## config.mk

```make
export PLATFORM = sky130hd
export DESIGN_NAME = uet_ctrl
export DESIGN_NICKNAME = d
export VERILOG_FILES = /design/src/uet_pkg.sv /design/src/uet_ctrl.sv
export SDC_FILE = /design/constraint.sdc
export NUM_CORES = 1
export LEC_CHECK = 0
export BUFFER_PORTS_ARGS = -buffer_cell sky130_fd_sc_hd__buf_2
export CELL_PAD_IN_SITES_DETAIL_PLACEMENT = 1
export CELL_PAD_IN_SITES_GLOBAL_PLACEMENT = 2
export CORE_MARGIN = 2
export CORE_UTILIZATION = 19
export CTS_BUF_LIST = sky130_fd_sc_hd__clkbuf_16
export CTS_CLUSTER_DIAMETER = 40
export DETAILED_ROUTE_END_ITERATION = 10
export HOLD_SLACK_MARGIN = 0.03
export PLACE_DENSITY = 0.69
export SYNTH_ARGS = -nofsm -noshare
export SYNTH_HDL_FRONTEND = slang
export SYNTH_SLANG_ARGS = --single-unit
export TNS_END_PERCENT = 5
```

## constraint.sdc

```tcl
create_clock -name clk -period 1.5 [get_ports clk]
set_input_delay 0.3 -clock clk [delete_from_list [all_inputs] [get_ports clk]]
set_output_delay 0.3 -clock clk [all_outputs]
set_load 0.01 [all_outputs]
```

## src/uet_pkg.sv

```systemverilog
// Shared types and constants for the undirected edge table.
package uet_pkg;

  localparam int unsigned VTX_W    = 8;
  localparam int unsigned WGT_W    = 32;
  localparam int unsigned CAP_W    = 11;
  localparam int unsigned STAT_W   = 3;
  localparam int unsigned ENTRY_W  = 2 * VTX_W + WGT_W;

  localparam logic [CAP_W-1:0] CAP_RESET = 11'd1024;

  typedef enum logic [1:0] {
    OP_ADD    = 2'd0,
    OP_DEL    = 2'd1,
    OP_LOOKUP = 2'd2,
    OP_RSVD   = 2'd3
  } op_t;

  localparam logic [STAT_W-1:0] STAT_OK      = 3'd0;
  localparam logic [STAT_W-1:0] STAT_FULL    = 3'd1;
  localparam logic [STAT_W-1:0] STAT_LOOP    = 3'd2;
  localparam logic [STAT_W-1:0] STAT_DUP     = 3'd3;
  localparam logic [STAT_W-1:0] STAT_MISSING = 3'd4;

  typedef struct packed {
    logic [1:0]       op;
    logic [VTX_W-1:0] vertex_a;
    logic [VTX_W-1:0] vertex_b;
    logic [WGT_W-1:0] weight_bits;
  } in_item_t;

  typedef struct packed {
    logic [STAT_W-1:0] status;
    logic [WGT_W-1:0]  weight_out;
    logic [CAP_W-1:0]  edge_count;
  } out_item_t;

  typedef enum logic [2:0] {
    ST_IDLE,
    ST_DECIDE,
    ST_SCAN,
    ST_DEL_RD,
    ST_DEL_WR
  } state_t;

  // Commands from the controller to the datapath.
  typedef struct packed {
    logic              load;
    logic              scan_clr;
    logic              scan_en;
    logic              hole_ld;
    logic              rd_last;
    logic              wr_append;
    logic              wr_move;
    logic              respond;
    logic [STAT_W-1:0] resp_status;
    logic              resp_weight;
  } cmd_t;

  // Status from the datapath to the controller.
  typedef struct packed {
    op_t  op;
    logic full;
    logic loop;
    logic hit;
    logic scan_done;
  } dp_stat_t;

endpackage

```

## src/uet_ctrl.sv

```systemverilog
// Controller state machine for the undirected edge table.
module uet_ctrl (
  input  logic              clk,
  input  logic              rst_n,
  input  logic              start,
  output logic              busy,
  input  uet_pkg::dp_stat_t stat,
  output uet_pkg::cmd_t     cmd
);

  uet_pkg::state_t state_r;
  uet_pkg::state_t state_nxt;

  always_ff @(posedge clk) begin
    if (!rst_n) begin
      state_r <= uet_pkg::ST_IDLE;
    end else begin
      state_r <= state_nxt;
    end
  end

  always_comb begin
    state_nxt = state_r;
    cmd       = '0;
    busy      = (state_r != uet_pkg::ST_IDLE);
    case (state_r)
      uet_pkg::ST_IDLE: begin
        if (start) begin
          cmd.load  = 1'b1;
          state_nxt = uet_pkg::ST_DECIDE;
        end
      end
      uet_pkg::ST_DECIDE: begin
        case (stat.op)
          uet_pkg::OP_ADD: begin
            if (stat.full) begin
              cmd.respond     = 1'b1;
              cmd.resp_status = uet_pkg::STAT_FULL;
              state_nxt       = uet_pkg::ST_IDLE;
            end else if (stat.loop) begin
              cmd.respond     = 1'b1;
              cmd.resp_status = uet_pkg::STAT_LOOP;
              state_nxt       = uet_pkg::ST_IDLE;
            end else begin
              cmd.scan_clr = 1'b1;
              state_nxt    = uet_pkg::ST_SCAN;
            end
          end
          uet_pkg::OP_DEL, uet_pkg::OP_LOOKUP: begin
            cmd.scan_clr = 1'b1;
            state_nxt    = uet_pkg::ST_SCAN;
          end
          default: begin
            cmd.respond     = 1'b1;
            cmd.resp_status = uet_pkg::STAT_OK;
            state_nxt       = uet_pkg::ST_IDLE;
          end
        endcase
      end
      uet_pkg::ST_SCAN: begin
        cmd.scan_en = 1'b1;
        if (stat.hit) begin
          case (stat.op)
            uet_pkg::OP_ADD: begin
              cmd.respond     = 1'b1;
              cmd.resp_status = uet_pkg::STAT_DUP;
              state_nxt       = uet_pkg::ST_IDLE;
            end
            uet_pkg::OP_DEL: begin
              cmd.hole_ld = 1'b1;
              state_nxt   = uet_pkg::ST_DEL_RD;
            end
            default: begin
              cmd.respond     = 1'b1;
              cmd.resp_status = uet_pkg::STAT_OK;
              cmd.resp_weight = 1'b1;
              state_nxt       = uet_pkg::ST_IDLE;
            end
          endcase
        end else if (stat.scan_done) begin
          cmd.respond = 1'b1;
          state_nxt   = uet_pkg::ST_IDLE;
          if (stat.op == uet_pkg::OP_ADD) begin
            cmd.wr_append   = 1'b1;
            cmd.resp_status = uet_pkg::STAT_OK;
          end else begin
            cmd.resp_status = uet_pkg::STAT_MISSING;
          end
        end
      end
      uet_pkg::ST_DEL_RD: begin
        cmd.rd_last = 1'b1;
        state_nxt   = uet_pkg::ST_DEL_WR;
      end
      uet_pkg::ST_DEL_WR: begin
        cmd.wr_move     = 1'b1;
        cmd.respond     = 1'b1;
        cmd.resp_status = uet_pkg::STAT_OK;
        state_nxt       = uet_pkg::ST_IDLE;
      end
      default: begin
        state_nxt = uet_pkg::ST_IDLE;
      end
    endcase
  end

endmodule

```

==> impl_metrics.py, run 1 <==
metrics = {
    "detailed_routing": {
        "final_antenna_net_count": 0,
        "detail_route.wirelength_mm": 1.25,
        "detail_route.vias_per_cell": 4.31,
        "route.detailed.wl_per_inst_um": 11.6,
        "vias": 465,
        "detail_route.drc_violations": 0,
        "drt-pass1-iter-count": 2,
        "first_iter_violations": 3,
    },
    "worst_setup_path": {
        "crit_buf_inv": 3,
        "worst-setup-path-type": "register to output pin",
        "critical_path_peak_fanout": 6,
        "critPathSlowestCell": "sky130_fd_sc_hd__dfxtp_4",
        "cp.arrival_ps": 1350,
        "crit_path_max_incr_delay_ps": 350,
        "worstSetupStartpointType": "register",
        "end_kind": "output pin",
        "cp_data_required_time_ps": 1200,
        "cp_top_family": "buffers and inverters",
        "worstPathCellList": "buf_12 > nor3b_4 > buf_6 > nand3_1 > o21ai_1 > buf_2",
    },
    "job": {
        "max_cap_viol_count": 0,
    },
    "power": {
        "power.switching_mw": 0.129,
        "vdd_ir_drop_max_uv": 814,
        "power_frac_comb_pct": 19.7,
        "clock_power_share_pct": 66.5,
        "cellLeakagePower_nw": 0.373,
        "power_switching_share_pct": 20.8,
        "seqPwrFrac_pct": 13.7,
        "cell_internal_pwr_mw": 0.492,
        "cellPowerDensity_nw_per_um2": 847,
    },
    "sta": {
        "headroom_to_the_max_slew_limit_pct": 81.2,
        "report.final.hold_viol_count": 0,
        "fin_skew_ps": 0.561,
        "tightestPinTransition_ps": 281,
        "worst_hold_slack_ps": 339,
        "final_period_minus_worst_setup_slack_ps": 1650,
        "fmax_mhz": 605,
        "setup_repair_after_global_routing_missed_its_margin": "true",
        "final_min_period_over_clock_period_pct": 110,
        "timing.final.ws_setup_ps": -153,
        "timing_max_transition_violations_final": 0,
        "setup_violations": 9,
    },
    "layout": {
        "mostFrequentLayoutCell": "sky130_fd_sc_hd__buf_2",
        "final_area_um2": 733,
        "top_regs": "state_r: 3 flops",
        "ant_diodes": 0,
        "layout_common_cells": "17 x sky130_fd_sc_hd__buf_2, 8 x sky130_fd_sc_hd__buf_4, 6 x sky130_fd_sc_hd__nor2_1, 6 x sky130_fd_sc_hd__nand2_1, 6 x sky130_fd_sc_hd__buf_6",
        "top_register": "state_r",
        "nets": 97,
        "largest_register_ff_count": 3,
        "fin_cells": 108,
        "area_growth_pct": 109,
        "fill_cells": 229,
        "post_route_cells_drive_above_1_share_pct": 61.4,
    },
    "grt": {
        "largest_net_degree_at_the_start_of_global_routing": 7,
        "first_pass_grt_wire_length_mm": 2.08,
        "grt_overflow_total": 0,
        "global_route.usage.total_pct": 14.1,
        "antenna_found_initial": 0,
        "grt_pass1_vias": 469,
    },
    "logic_synthesis": {
        "postSynthNetCount": 60,
        "synth-edff-count": 0,
        "synthArstFlopShare_pct": 0,
        "yosysTopAreaCellShare_pct": 17.1,
        "synthesis.yosys.warnings": 0,
        "seq_area_frac_synth_pct": 17.1,
        "synth_area_leaders": "sky130_fd_sc_hd__dfxtp_1 17%, sky130_fd_sc_hd__ha_1 14%, sky130_fd_sc_hd__nand2_1 6.4%",
        "ys_dominant_reg_cell": "sky130_fd_sc_hd__dfxtp_1",
        "synth.avg_cell_area_um2": 7.45,
        "synth_area_leader_cell": "sky130_fd_sc_hd__dfxtp_1",
        "yosys.cell_types.count": 23,
        "post_synth_inst_count": 47,
        "mapped_cell_area_um2": 350,
        "number_of_synthesized_register_bits": 3,
    },
    "placement": {
        "post-place-cells": 103,
        "gp_routability_congestion": 0.691,
        "detailedPlacementHpwl_um": 940,
        "placedInstanceArea_um2": 574,
        "portBuffers": 21,
    },
    "floorplanning": {
        "initial_utilization_pct": 20.3,
        "core_area_um2": 1730,
        "height_of_the_die_um": 46.9,
        "die_w_um": 46.9,
        "die-area_um2": 2200,
        "rows": 15,
        "ioPinCount": 22,
    },
    "min_path": {
        "worst_hold_path_type": "primary input to register",
    },
    "clocking": {
        "clock_tree_from_tritoncts": "yes",
        "post_cts_hold_buffer_count": 0,
        "cts_buffers": 3,
        "ctsRootBufferMaster": "sky130_fd_sc_hd__clkbuf_16",
        "ctsLongestPathBuffers": 2,
        "htreeDepth": 1,
        "sink_count": 3,
        "clock_latency_ps": 220,
        "clkTransAtPathRegs_ps": 30,
    },
    "run_status": {
        "failed_checks": "setup timing",
        "result_of_the_run": "finished with violations",
    },
}
## power groups by stage
stage          Sequential, mW  Clock [mW]  Combinational, mW
2_1_floorplan          0.0889           0             0.0470
3_3_place_gp           0.0868           0              0.102
3_5_place_dp           0.0869           0              0.103
4_1_cts                0.0855       0.419              0.124
5_1_grt                0.0858       0.433              0.135
6_report               0.0853       0.413              0.123
## per-stage QoR
| step | worst slack (ps) | total power, mW | setup TNS [ps] | utilization [%] |
|---|---|---|---|---|
| floorplan | 67.2 | 0.136 | 0 | - |
| global placement | -196 | 0.189 | -418 | 33.3 |
| detailed placement | -203 | 0.190 | -438 | 33.3 |
| CTS | -171 | 0.629 | -1130 | 42.5 |
| global route | -237 | 0.654 | -1620 | 42.5 |
| finish | -153 | 0.621 | -1000 | 42.5 |
## timing repair
| item | CTS | global route |
|---|---|---|
| pin swaps | 8 | 2 |
| gates resized for setup | 20 | 0 |
| buffers inserted | 1 | 0 |
| endpoints found under the setup margin | 11 | 11 |
## synthesized netlist by cell type (all sizes together), types with 2 or more instances
master	number
and3	3
dfxtp	3
ha	4
inv	4
nand2	6
nand3	2
nor2	6
nor2b	2
nor3	2
nor3b	2
o21ai	3
## worst paths after layout
kind | cells past startpoint | from | to | slack [ps]
worst max register to register | 5 | state_r[2]$_SDFFE_PN0P_ | state_r[1]$_SDFFE_PN0P_ | 300
worst min register to register | 3 | state_r[2]$_SDFFE_PN0P_ | state_r[1]$_SDFFE_PN0P_ | 610
worst min-delay path | 2 | rst_n | state_r[1]$_SDFFE_PN0P_ | 340
worst max-delay path | 6 | state_r[2]$_SDFFE_PN0P_ | cmd[1] | -150
## area by class of cell
type                            count  area (µm²)  share of cell area [%]
Clock inverter                      1        3.75                   0.512
Inverter                            4        15.0                    2.05
Sequential cell                     3        66.3                    9.04
Timing Repair Buffer               32         233                    31.7
Multi-Input combinational cell     40         309                    42.2
Clock buffer                        3        75.1                    10.2
Tap cell                           25        31.3                    4.27
## metal layers
layer	global-route usage, %	vias to the layer above	wire [µm]
li1	-	236	-
met2	24.4	18	624
met4	8.33	0	21
met1	14.9	207	543
met5	0	-	0
met3	4.62	4	62
## cells by family after synthesis
kind of cell	share of synthesized area, %
and+or+nand+nor	48.6
AOI/OAI and AO/OA	12.5
buffers and inverters	4.28
adders and majority gates	14.3
DFF	17.1
muxes	3.21
(Power assumes the default switching activity.)
==> run 2: changes to the inputs <==
- clock period: 1.5 -> 1.8 ns (I/O delays scaled with it)
==> run 2 against run 1 <==
Against the previous run: the run now ends clean; clock skew up 1.0 ps; cell count down 5.6%; global-route usage down 1.5 points; die area unchanged; total power down 17%; first-iteration DRC count up 130%; sequential power down 16%; critical endpoint is now cmd[4]; largest cell class unchanged; largest power group unchanged; highest routed layer unchanged.
==> impl_metrics.py, run 2 (synthesis results as in run 1) <==
metrics = {
    "sta": {
        "final_period_minus_worst_setup_slack_ps": 1750,
        "headroom_to_the_max_slew_limit_pct": 78.6,
        "report.final.hold_viol_count": 0,
        "tightestPinTransition_ps": 320,
        "fin_skew_ps": 1.56,
        "timing_max_transition_violations_final": 0,
        "setup_repair_after_global_routing_missed_its_margin": "true",
        "timing.final.ws_setup_ps": 46.2,
        "fmax_mhz": 570,
        "final_min_period_over_clock_period_pct": 97.4,
        "setup_violations": 0,
    },
    "floorplanning": {
        "die_w_um": 46.9,
        "height_of_the_die_um": 46.9,
        "rows": 15,
        "initial_utilization_pct": 20.3,
        "ioPinCount": 22,
        "core_area_um2": 1730,
        "die-area_um2": 2200,
    },
    "power": {
        "totalPowerFinal_mw": 0.513,
        "cellPowerDensity_nw_per_um2": 812,
        "vdd_ir_drop_max_uv": 585,
        "power_switching_share_pct": 22.4,
        "power.switching_mw": 0.115,
        "seqPwrFrac_pct": 14.0,
        "clock_power_share_pct": 69.3,
        "power_frac_comb_pct": 16.7,
        "cell_internal_pwr_mw": 0.398,
        "cellLeakagePower_nw": 0.336,
    },
    "worst_setup_path": {
        "worstSetupStartpointType": "primary input",
        "worst-setup-path-type": "primary input to output pin",
        "end_kind": "output pin",
        "critical_path_peak_fanout": 3,
        "setup.reg_to_reg.worst_slack_ps": 590,
        "cp_data_required_time_ps": 1440,
        "reg2regPathDepth": 4,
        "cp.arrival_ps": 1390,
        "r2r-end": "state_r[1]$_SDFFE_PN0P_",
        "worst_r2r_startpoint": "state_r[0]$_SDFFE_PN0P_",
    },
    "detailed_routing": {
        "route.detailed.wl_per_inst_um": 11.7,
        "detail_route.drc_violations": 0,
        "drt-pass1-iter-count": 2,
        "vias": 443,
        "final_antenna_net_count": 0,
        "detail_route.vias_per_cell": 4.34,
        "first_iter_violations": 7,
        "detail_route.wirelength_mm": 1.20,
    },
    "clocking": {
        "ctsRootBufferMaster": "sky130_fd_sc_hd__clkbuf_16",
        "ctsLongestPathBuffers": 2,
        "clock_latency_ps": 230,
        "clock_tree_from_tritoncts": "yes",
        "cts_buffers": 3,
        "clkTransAtPathRegs_ps": 30,
        "htreeDepth": 1,
        "sink_count": 3,
    },
    "min_path": {
        "min_delay_path_depth": 2,
        "timing.hold.worst.start": "rst_n",
        "worst_hold_path_type": "primary input to register",
        "min_delay_worst_endpoint": "state_r[1]$_SDFFE_PN0P_",
    },
    "placement": {
        "portBuffers": 21,
        "gp_routability_congestion": 0.705,
        "post-place-cells": 96,
        "placedInstanceArea_um2": 509,
        "placement.setup.worst_slack_ps": -7.81,
        "detailedPlacementHpwl_um": 881,
    },
    "grt": {
        "global_route.usage.total_pct": 12.6,
        "grt_overflow_total": 0,
        "largest_net_degree_at_the_start_of_global_routing": 9,
        "antenna_found_initial": 0,
        "first_pass_grt_wire_length_mm": 1.82,
        "grt_pass1_vias": 406,
    },
    "layout": {
        "top_regs": "state_r: 3 flops",
        "nets": 91,
        "mostFrequentLayoutCell": "sky130_fd_sc_hd__buf_2",
        "final_area_um2": 632,
        "ant_diodes": 0,
        "layout_common_cells": "21 x sky130_fd_sc_hd__buf_2, 6 x sky130_fd_sc_hd__nor2_1, 5 x sky130_fd_sc_hd__nand2_1, 4 x sky130_fd_sc_hd__buf_4",
        "post_route_cells_drive_above_1_share_pct": 57.1,
        "finish.utilization_pct": 36.6,
        "area_growth_pct": 80.4,
        "top_register": "state_r",
        "largest_register_ff_count": 3,
        "fin_cells": 102,
    },
    "job": {
        "max_cap_viol_count": 0,
    },
    "run_status": {
        "result_of_the_run": "finished clean",
    },
}
==> run 2: routing by layer <==
| layer | routed length, µm | up-vias | share of wire (%) | track usage (%) |
|---|---|---|---|---|
| li1 | - | 221 | - | - |
| met2 | 561 | 18 | 47 | 18.9 |
| met4 | 25 | 0 | 2.1 | 10.0 |
| met5 | 0 | - | 0 | 0 |
| met1 | 519 | 202 | 43 | 15.1 |
| met3 | 89 | 2 | 7.4 | 3.46 |
==> run 2: worst max-delay path: stages <==
cell                       delay, ps
sky130_fd_sc_hd__buf_2           110
sky130_fd_sc_hd__inv_2            60
sky130_fd_sc_hd__ha_2            270
sky130_fd_sc_hd__mux2_4          270
sky130_fd_sc_hd__o211ai_1        160
sky130_fd_sc_hd__buf_2           160
==> run 2: final cells by class <==
type | instances | area (µm²)
repair buffers | 26 | 146
clock buffers | 3 | 75.1
clock inverters | 1 | 3.75
multi-input cells | 40 | 295
inverters | 4 | 15.0
flip-flops and latches | 3 | 65.1
fillers | 232 | 1090
well taps | 25 | 31.3
==> run 2: how the worst max path moves through the flow <==
stage	start	to	cells past startpoint
finish	stat[5]	cmd[4]	6
global route	state_r[0]$_SDFFE_PN0P_	cmd[4]	5
CTS	stat[4]	cmd[2]	6
detailed placement	stat[4]	cmd[2]	6
global placement	stat[4]	cmd[2]	6
floorplan	stat[5]	cmd[4]	4
==> run 2: power by group through the flow <==
| stage | logic [mW] | registers [mW] | clock network (mW) |
|---|---|---|---|
| after floorplan | 0.0392 | 0.0741 | 0 |
| after global placement | 0.0752 | 0.0729 | 0 |
| after detailed placement | 0.0757 | 0.0729 | 0 |
| after CTS | 0.0765 | 0.0723 | 0.364 |
| after global routing | 0.0964 | 0.0724 | 0.367 |
| final | 0.0857 | 0.0720 | 0.355 |
==> run 2: what timing repair did <==
item                                    CTS  global route
buffers inserted                          0             2
pin swaps                                 0             4
gates resized for setup                   1            11
hold buffers                              0             0
endpoints found under the setup margin    2             3
==> run 2: per-stage QoR <==
step | hold WS (ps) | TNS, ps
6_report | 382 | 0
5_1_grt | 429 | -26.3
4_1_cts | 383 | -17.3
3_5_place_dp | 620 | -7.81
3_3_place_gp | 616 | -14.6
2_1_floorplan | 477 | 0
